### src/box_screen_column_range_core_assert.svh
// Assertion shorthands for the column range core.
`ifndef BOX_SCREEN_COLUMN_RANGE_CORE_ASSERT_SVH
`define BOX_SCREEN_COLUMN_RANGE_CORE_ASSERT_SVH

// Same-cycle implication, checked out of reset.
`define BSCR_ASSERT_IMP(lbl, ante, cons, msg) \
	lbl: assert property (@(posedge clk) disable iff (!arst_n) (ante) |-> (cons)) \
		else $error(msg);

// Next-cycle implication, checked out of reset.
`define BSCR_ASSERT_NXT(lbl, ante, cons, msg) \
	lbl: assert property (@(posedge clk) disable iff (!arst_n) (ante) |=> (cons)) \
		else $error(msg);

`endif

### src/bscr_pkg.sv
package bscr_pkg;

	localparam int FRAC_BITS = 8;
	localparam int VIEW_COLS = 256;
	localparam int COORD_W   = 16;
	localparam int DIFF_W    = COORD_W + 1;
	localparam int VEC_W     = 11;
	localparam int PROD_W    = DIFF_W + VEC_W;
	localparam int SUM_W     = PROD_W + 2;
	localparam int EXT_W     = SUM_W - FRAC_BITS;
	localparam int DEN_W     = EXT_W - 1;
	localparam int NUM_W     = EXT_W + VEC_W;
	localparam int RES_W     = NUM_W + 2;
	localparam int COL_W     = 8;
	localparam int QDEPTH    = 4;
	localparam int QPTR_W    = $clog2(QDEPTH);

	typedef enum logic [2:0] {
		REG_VIEWER_X  = 3'd0,
		REG_VIEWER_Y  = 3'd1,
		REG_FORWARD_X = 3'd2,
		REG_FORWARD_Y = 3'd3,
		REG_NEAR      = 3'd4,
		REG_SCALE     = 3'd5,
		REG_CENTER    = 3'd6,
		REG_MARGIN    = 3'd7
	} reg_idx_t;

	typedef struct packed {
		logic signed [15:0] viewer_x;
		logic signed [15:0] viewer_y;
		logic signed [9:0]  forward_x;
		logic signed [9:0]  forward_y;
		logic [14:0]        near_depth;
		logic [9:0]         projection_scale;
		logic [7:0]         view_center;
		logic [3:0]         column_margin;
	} cfg_t;

	// One classified box waiting for its two divisions.
	typedef struct packed {
		logic                    full;
		logic                    rej;
		logic signed [NUM_W-1:0] num_lo;
		logic signed [NUM_W-1:0] num_hi;
		logic [DEN_W-1:0]        den_lo;
		logic [DEN_W-1:0]        den_hi;
	} job_t;

	typedef struct packed {
		logic full;
		logic empty;
	} q_stat_t;

	typedef struct packed {
		logic             neg;
		logic [DEN_W-1:0] den;
		logic [DEN_W-1:0] rem;
		logic [NUM_W-1:0] dq;
	} div_t;

	typedef struct packed {
		logic full;
		logic rej;
		div_t lo;
		div_t hi;
	} dstage_t;

endpackage

### src/bscr_queue.sv
module bscr_queue
	import bscr_pkg::*;
(
	input  logic    clk,
	input  logic    arst_n,
	input  logic    push,
	input  job_t    wdata,
	input  logic    pop,
	output job_t    rdata,
	output q_stat_t stat
);

	job_t              mem_q [QDEPTH];
	logic [QPTR_W-1:0] wp_q, rp_q;
	logic [QPTR_W:0]   cnt_q;

	assign stat.full  = (cnt_q == (QPTR_W+1)'(QDEPTH));
	assign stat.empty = (cnt_q == '0);
	assign rdata      = mem_q[rp_q];

	always_ff @(posedge clk) begin
		if (push) begin
			mem_q[wp_q] <= wdata;
		end
	end

	always_ff @(posedge clk or negedge arst_n) begin
		if (!arst_n) begin
			wp_q  <= '0;
			rp_q  <= '0;
			cnt_q <= '0;
		end else begin
			if (push) wp_q <= wp_q + 1'b1;
			if (pop)  rp_q <= rp_q + 1'b1;
			if (push && !pop)      cnt_q <= cnt_q + 1'b1;
			else if (pop && !push) cnt_q <= cnt_q - 1'b1;
		end
	end

endmodule

### config.mk
export PLATFORM = sky130hd
export DESIGN_NAME = bscr_queue
export DESIGN_NICKNAME = d
export VERILOG_FILES = /design/src/box_screen_column_range_core_assert.svh /design/src/bscr_pkg.sv /design/src/bscr_queue.sv
export SDC_FILE = /design/constraint.sdc
export NUM_CORES = 1
export LEC_CHECK = 0
export BUFFER_PORTS_ARGS = -buffer_cell sky130_fd_sc_hd__buf_2
export CELL_PAD_IN_SITES_DETAIL_PLACEMENT = 1
export CELL_PAD_IN_SITES_GLOBAL_PLACEMENT = 2
export CORE_MARGIN = 2
export CORE_UTILIZATION = 35
export CTS_CLUSTER_DIAMETER = 60
export DETAILED_ROUTE_END_ITERATION = 8
export GPL_ROUTABILITY_DRIVEN = 0
export MAX_ROUTING_LAYER = met4
export PLACE_DENSITY = 0.74
export REMOVE_ABC_BUFFERS = 1
export SLEW_MARGIN = 20
export SYNTH_ARGS = -nofsm -noshare
export SYNTH_HDL_FRONTEND = slang
export SYNTH_SLANG_ARGS = --single-unit
### constraint.sdc
create_clock -name clk -period 4 [get_ports clk]
set_input_delay 0.8 -clock clk [delete_from_list [all_inputs] [get_ports clk]]
set_output_delay 0.8 -clock clk [all_outputs]
set_load 0.02 [all_outputs]
# Word level (Yosys, flattened, before mapping)
# Memories as Yosys holds them, arrays and structs flattened.
# Cells that the tools add are included.
dict set report word_totals {
  output_inout_bits 112
  n_memories 1
  rom_bits 0
  inputBits 114
  latchBits 0
  word_cells 19
  reg_bits 7
  ramBits 440
}
# name depth word_bits rd rd_clocked_by_memory_dff write_ports line
set mem_list {}
lappend mem_list {mem_q 4 110 1 0 1 bscr_queue.sv:13} ;# job_t mem_q [QDEPTH];
dict set report classes {
  div_mod_pow 0
  n_reduce_logical 6
  bitwise_logic 0
  mux 4
  multipliers 0
  addsub 4
  eq_ne 1
  shifts 0
  n_lt_le_gt_ge 0
}
# op count
set ops {}
lappend ops {{$mux W3} 2}
lappend ops {{$add A2 B1 Y2 const B} 2}
lappend ops {{$add A3 B1 Y3 const B} 1}
lappend ops {{$eq A3 B3 Y1 const B} 1}
lappend ops {{$logic_not A3 Y1} 1}
lappend ops {{$sub A3 B1 Y3 const B} 1}
lappend ops {{$logic_and A1 B1 Y1} 2}
lappend ops {{$logic_not A1 Y1} 2}
lappend ops {{$mux W1} 2}
lappend ops {{$reduce_bool A2 Y1} 1}

# Longest topological paths before layout
# Gate-level depths: netlist (run 1).
dict set report logic_depth {
  ltp_word 4
  ltp_mapped 7
  ltp_nobuf 7
}

# Worst setup path before layout (run 1)
# Ideal clock, no wire load.
dict set report synth_path {
  kind {input port to flip-flop}
  startpoint {in push}
  endpoint {mem mem_q[1][0] (netlist bit), enable pin}
  required_ns 3.519
  path_slack_ns 0.187
  arrival_ns 3.332
  path_stages 1
  path_cell_list {and2_1}
}
dict set report synth_between {
  elab_chain_cells 2
}
# element line
set synth_lines {}
lappend synth_lines {{from (decl)} bscr_queue.sv:6} ;# input logic push,
lappend synth_lines {{$mux W1} bscr_queue.sv:22} ;# if (push) begin
lappend synth_lines {{$mux W1 (not written as such)} bscr_queue.sv:23} ;# mem_q[wp_q] <= wdata;
lappend synth_lines {{to (decl)} bscr_queue.sv:13}
# No other way between the ends.

==> reports/metrics.csv, run 1 <==
metric,value,unit
crit_fanout,30,
cp-start-kind,flip-flop,
die_area,0.0482,mm^2
fp.dieW,220,um
drive_above_1_share,47.0,%
cap_violations,0,
drc,0,
multi_input_area,0.00269,mm^2
fp.dieH,220,um
vdd_drop_max,0.475,mV
fill_cells,4353,
wl,33.6,mm
synth_area,0.0163,mm^2
dpl_cell_area,0.0183,mm^2
layout_commonest_cell,edfxtp_1,
via_count,7328,
setup_viol,0,
final_cell_mix,"edfxtp_1 (440), buf_2 (225), mux4_2 (110), clkbuf_16 (48), clkinv_1 (12)",
cts.path.max_buffers,3,
synthCells,609,
worstMarginPinSlew,0.754,ns
post_drt_wl_per_cell,22.0,um
port_buffers,225,
yosys_warnings,0,
hpwl,20.6,mm
period_minus_slack,3.29,ns
grt_max_degree,44,
slew_headroom,49.7,%
clkSinkCount,447,
antenna_left,0,
report.final.hold_viol_count,0,
slew_violations,0,
rsz0062_at_grt,no,
htreeDepth,2,
period_share,82.3,%
ys_seq_elements,447,
final_cell_area,0.0198,mm^2
hp-class,input pin to asynchronous set/reset pin,
clock_latency,0.57,ns
crit_arrival,2.49,ns
powerDensity,779,mW/mm^2
core-area,0.0463,mm^2
cp-startpoint,rp_q[0],
status,finished clean,
start_util,35.2,%
avgSynthCellArea,26.7,um^2
grt_antenna_before_repair,6,
floorplan.rows,79,
p_clk_share,28.1,%
utilization,42.9,%
hold_buffers,0,
clockRootBuffer,clkbuf_16,
cts_tree,done,
fmax,0.304,GHz
grt.overflow.total,0,
grt_pass1_vias,8123,
r2r_start,wp_q[0],
cts-resized-gates,0,
postCtsSetupRepairBufs,0,
path_clk_slew,0.06,ns
first_pass_iters,5,
p_seq_share,42.0,%
synth_top_cell_area_share,81.2,%
yosys.area.top_type,edfxtp_1,
intPower,10.6,mW
end_kind,output pin,
required,3.20,ns
final.setup_skew,0.0219,ns
fin_nets,999,
final.setup.tns,0,ns
io_pins,226,
register_area,0.0134,mm^2
area_growth,21.8,%
p_leak,6.73,nW
report.power.total,15.4,mW
viasPerCell,4.80,
seq_area_frac_synth,82.3,%
synth_area_leaders,"edfxtp_1 (81%), mux4_2 (15%), dfrtp_1 (1.1%), buf_6 (0.62%), ha_1 (0.38%)",
path_class,flip-flop to output pin,
cts_buffers,47,
track_usage,14.6,%
power_switching,4.82,mW
grt_pass1_wl,50.3,mm
drtIter0Drc,322,
synth_cell_type_count,20,
holdWs,0.0698,ns
combPwrFrac,29.9,%
switching_share,31.2,%
==> critical path, stage by stage, from the launching register on <==
cell and delay, ns:
dfrtp_4 0.76, buf_12 0.31, mux4_2 0.59, buf_2 0.19
==> power by group through the flow <==
stage          registers, mW  clock network, mW  logic (mW)
2_1_floorplan           6.83                  0        2.94
3_3_place_gp            6.55                  0        4.72
3_5_place_dp            6.61                  0        4.74
4_1_cts                 6.52               4.47        4.76
5_1_grt                 6.59               4.64        4.95
6_report                6.49               4.34        4.61
==> flip-flops by register name, summed over array words and instances (netlist names) <==
register  cells
wp_q          2
cnt_q         3
mem_q       440
rp_q          2
==> layer usage <==
| metal | routed length (um) | up-vias | track usage, % |
|---|---|---|---|
| met5 | 0 | - | - |
| met4 | 778 | 0 | 4.43 |
| met3 | 2230 | 52 | 4.27 |
| met2 | 16700 | 205 | 23.5 |
| met1 | 13900 | 3878 | 18.0 |
| li1 | - | 3193 | - |
==> path summary, 6_finish.rpt <==
| check | to | slack, ns | depth (start not counted) |
|---|---|---|---|
| min | rp_q[0] | 0.07 | 1 |
| max | rdata[19] | 0.71 | 3 |
| min reg2reg | cnt_q[2] | 0.49 | 1 |
| min in group clk | mem_q[1][75] | 0.44 | 1 |
| max reg2reg | mem_q[2][108] | 1.94 | 4 |
| max in group asynchronous | rp_q[1] | 3.73 | 1 |
==> stage by stage <==
step                worst slack (ns)  std cells
floorplan                      -1.83        584
global placement                1.23       1437
detailed placement              1.21       1437
CTS                            0.586       1522
global route                   0.522       1528
finish                         0.706       1528
==> synth_stat cells <==
cell / n
buf_4: 1
fa_1: 1
clkbuf_1: 3
mux2_2: 1
nor3_1: 1
xor2_1: 4
buf_6: 9
mux4_2: 110
nor2_1: 1
buf_2: 11
and2_1: 4
xnor2_1: 2
ha_1: 5
nor3b_1: 1
nand2_1: 2
o21ai_0: 1
edfxtp_1: 440
buf_12: 1
dfrtp_1: 7
inv_1: 4
==> final cells by class <==
| cell class | count | area share (%) |
|---|---|---|
| Sequential cell | 447 | 67.6 |
| Multi-Input combinational cell | 133 | 13.6 |
| Timing Repair Buffer | 246 | 7.11 |
| Clock buffer | 54 | 6.17 |
| Tap cell | 607 | 3.83 |
| Clock inverter | 31 | 1.63 |
| Inverter | 4 | 0.0757 |
| Antenna cell | 6 | 0.0757 |
==> kinds of logic (layout without fill, tap and decap cells) <==
family / after synthesis / count (layout) / synth area share [%]
muxes: 111 / 111 / 15.3
buffers and inverters: 29 / 335 / 1.29
adders and majority gates: 6 / 6 / 0.507
and+or+nand+nor: 9 / 9 / 0.300
DFF: 447 / 447 / 82.3
AOI/OAI and AO/OA: 1 / 1 / 0.0307
xor gates and xnor gates: 6 / 6 / 0.323
other: 0 / 6 / 0
Power figures use the tool's default switching activity.
==> run 2, diff against run 1 <==
--- a/config.mk
+++ b/config.mk
@@ -5,6 +5,7 @@
 export SDC_FILE = /design/constraint.sdc
 export NUM_CORES = 1
 export LEC_CHECK = 0
+export ABC_AREA = 1
 export BUFFER_PORTS_ARGS = -buffer_cell sky130_fd_sc_hd__buf_2
 export CELL_PAD_IN_SITES_DETAIL_PLACEMENT = 1
 export CELL_PAD_IN_SITES_GLOBAL_PLACEMENT = 2
@@ -14,7 +15,7 @@
 export DETAILED_ROUTE_END_ITERATION = 8
 export GPL_ROUTABILITY_DRIVEN = 0
 export MAX_ROUTING_LAYER = met4
-export PLACE_DENSITY = 0.74
+export PLACE_DENSITY = 0.81
 export REMOVE_ABC_BUFFERS = 1
 export SLEW_MARGIN = 20
 export SYNTH_ARGS = -nofsm -noshare
==> constraint.sdc (replaced) <==
create_clock -name clk -period 3.04 [get_ports clk]
set_input_delay 0.608 -clock clk [delete_from_list [all_inputs] [get_ports clk]]
set_output_delay 0.608 -clock clk [all_outputs]
set_load 0.02 [all_outputs]
==> run 2 against run 1 <==
Utilization decreased by 1.2 points. Critical path type unchanged. Clock-buffer cell count increased by 12. Via count increased by 46%. Setup slack got worse by 0.48 ns. Wire length increased by 22%. Power increased by 42%. Cell count increased by 49%. Non-clock buffer count increased by 5. Largest power group unchanged. Largest cell class unchanged.
==> reports/metrics.csv, run 2 <==
metric,value,unit,change
status,finished clean,,
final.setup_skew,0.00909,ns,-0.0128 ns
first_pass_iters,6,,+1
fmax,0.355,GHz,
final_cell_mix,"edfxtp_1 (440), nand2_1 (343), inv_1 (227), buf_2 (225), o211ai_1 (210)",,
synth_area_leaders,"edfxtp_1 (73%), o211ai_1 (8.7%), nand2_1 (7.1%), inv_1 (4.8%), buf_6 (2.6%)",,
synth_cell_type_count,18,,-10%
slew_violations,0,,unchanged
synth_area,0.0180,mm^2,+11%
power_switching,8.25,mW,+71%
drc,0,,unchanged
postCtsSetupRepairBufs,0,,unchanged
yosys.area.top_type,edfxtp_1,,
drtIter0Drc,569,,+77%
synthArstFlopShare,1.57,%,unchanged
htreeDepth,2,,unchanged
yosysMostFrequentCell,edfxtp_1,,
p_clk_share,25.3,%,-2.8 points
drive_above_1_share,20.9,%,-26 points
fill_cells,5383,,+24%
layout_commonest_cell,edfxtp_1,,
path_class,flip-flop to output pin,,
antenna_left,0,,unchanged
largestRegisters,"mem_q x440, cnt_q x3",,
largest_reg_flops,440,,unchanged
avgSynthCellArea,13.5,um^2,-49%
cts.path.max_buffers,3,,unchanged
report.power.total,21.9,mW,+42%
clkSinkCount,447,,unchanged
seq_area_frac_synth,74.3,%,-8.0 points
hpwl,24.7,mm,+20%
setup_viol,0,,unchanged
clock_latency,0.57,ns,about the same
grt_pass1_vias,11303,,+39%
grt_antenna_before_repair,5,,-1
floorplan.rows,83,,+5.1%
intPower,13.7,mW,+29%
crit_slowest_cell,dfrtp_4,,
switching_share,37.6,%,+6.4 points
cts_tree,done,,
register_area,0.0134,mm^2,unchanged
period_minus_slack,2.82,ns,
die_area,0.0533,mm^2,+11%
report.final.hold_viol_count,0,,unchanged
fp.dieH,231,um,+5.1%
yosys-top-cells-count,"edfxtp_1 (440), nand2_1 (343), inv_1 (232)",,
combPwrFrac,36.1,%,+6.2 points
start_util,35.3,%,+0.094 points
core-area,0.0511,mm^2,+10%
cts_buffers,49,,+4.3%
powerDensity,1030,mW/mm^2,+32%
clockRootBuffer,clkbuf_16,,
p_leak,8.45,nW,+25%
crit_fanout,95,,+220%
fin_nets,1679,,+68%
required,2.43,ns,-0.77 ns
grt_pass1_wl,63.9,mm,+27%
wl,40.9,mm,+22%
fp.dieW,231,um,+5.1%
period_share,92.7,%,
viasPerCell,4.68,,-2.3%
rsz0062_at_grt,no,,
max_flop_register,mem_q,,
hp-class,input pin to flip-flop,,
synth_top_cell_area_share,73.3,%,-7.9 points
post_drt_wl_per_cell,17.9,um,-19%
synthFlopType,edfxtp_1,,
cap_violations,0,,unchanged
final.setup.tns,0,ns,unchanged
grt_max_degree,130,,+200%
synth_edf_count,440,,unchanged
cpPeakStageDelay,0.58,ns,-0.18 ns
port_buffers,225,,unchanged
vdd_drop_max,0.574,mV,+21%
end_kind,output pin,,
critical_path.cell_chain,buf_12 > o211ai_1 > nand2_1 > buf_2,,
worstMarginPinSlew,0.585,ns,-0.170 ns
via_count,10688,,+46%
yosys_warnings,0,,unchanged
path_clk_slew,0.06,ns,about the same
slew_headroom,61.0,%,+11 points
synthCells,1331,,+120%
track_usage,16.1,%,+1.5 points
ys_seq_elements,447,,unchanged
crit_arrival,2.21,ns,-0.28 ns
p_seq_share,38.5,%,-3.5 points
area_growth,18.2,%,
multi_input_area,0.00313,mm^2,+17%
cp-start-kind,flip-flop,,
grt.overflow.total,0,,unchanged
io_pins,226,,unchanged
-- run 2: worst max-delay path, delay by kind of cell, from the launching register on --
| family | cells | cell delay [ns] |
|---|---|---|
| flops | 1 | 0.58 |
| compound gates | 1 | 0.18 |
| buf+inv | 2 | 0.67 |
| simple gates | 1 | 0.14 |
-- run 2: cells by family after synthesis --
family	Yosys count	share of synthesized area, %
and+or+nand+nor	347	7.26
xor gates and xnor gates	4	0.194
buffers and inverters	306	8.34
adders and majority gates	6	0.458
DFF	447	74.3
AOI/OAI and AO/OA	221	9.47
-- run 2: routing by layer --
| metal | track usage (%) | wire (um) | vias to the layer above |
|---|---|---|---|
| met4 | 4.07 | 777 | 0 |
| met5 | - | 0 | - |
| met2 | 26.6 | 20300 | 202 |
| met3 | 4.15 | 2160 | 63 |
| li1 | - | - | 5107 |
| met1 | 19.7 | 17700 | 5316 |
-- run 2: repair_timing --
action	CTS	global route
hold endpoints to repair	7	0
setup endpoints to repair	0	1
hold buffers	1	0
resized for setup	0	1
-- run 2: per-stage QoR --
step / cells / hold slack [ns] / util, % / worst slack [ns] / instance area [um^2]
floorplan: 1257 / 0.312 / - / -5.41 / 17400
global placement: 2187 / 0.480 / 38.7 / 0.780 / 19800
detailed placement: 2187 / 0.495 / 38.7 / 0.768 / 19800
CTS: 2278 / 0.195 / 41.6 / 0.135 / 21300
global route: 2282 / 0.212 / 41.7 / 0.0402 / 21300
finish: 2282 / 0.247 / 41.7 / 0.222 / 21300
-- run 2: layout make-up --
cell class                      instances  share of cell area [%]
Inverter                              232                    4.15
Multi-Input combinational cell        578                    14.7
Clock inverter                         24                   0.717
Clock buffer                           66                    6.35
Sequential cell                       447                    62.9
Tap cell                              680                    4.00
Timing Repair Buffer                  251                    7.13
Antenna cell                            4                  0.0470
-- run 2: final timing paths --
kind / slack [ns] / to / cells past startpoint / from
min in group asynchronous: 0.43 / cnt_q[1] / 2 / arst_n
max reg2reg: 1.20 / mem_q[2][94] / 5 / wp_q[0]
min: 0.25 / mem_q[0][24] / 1 / wdata[24]
max: 0.22 / rdata[51] / 4 / rp_q[1]
min reg2reg: 0.53 / cnt_q[2] / 2 / cnt_q[2]
max in group asynchronous: 2.37 / rp_q[0] / 2 / arst_n
-- run 2: power by group through the flow --
stage	registers, mW	clock network (mW)	logic [mW]
after floorplan	8.89	0	3.65
after global placement	8.53	0	7.95
after detailed placement	8.59	0	8.12
after CTS	8.47	5.75	8.14
after global routing	8.55	5.96	8.77
final	8.44	5.55	7.92
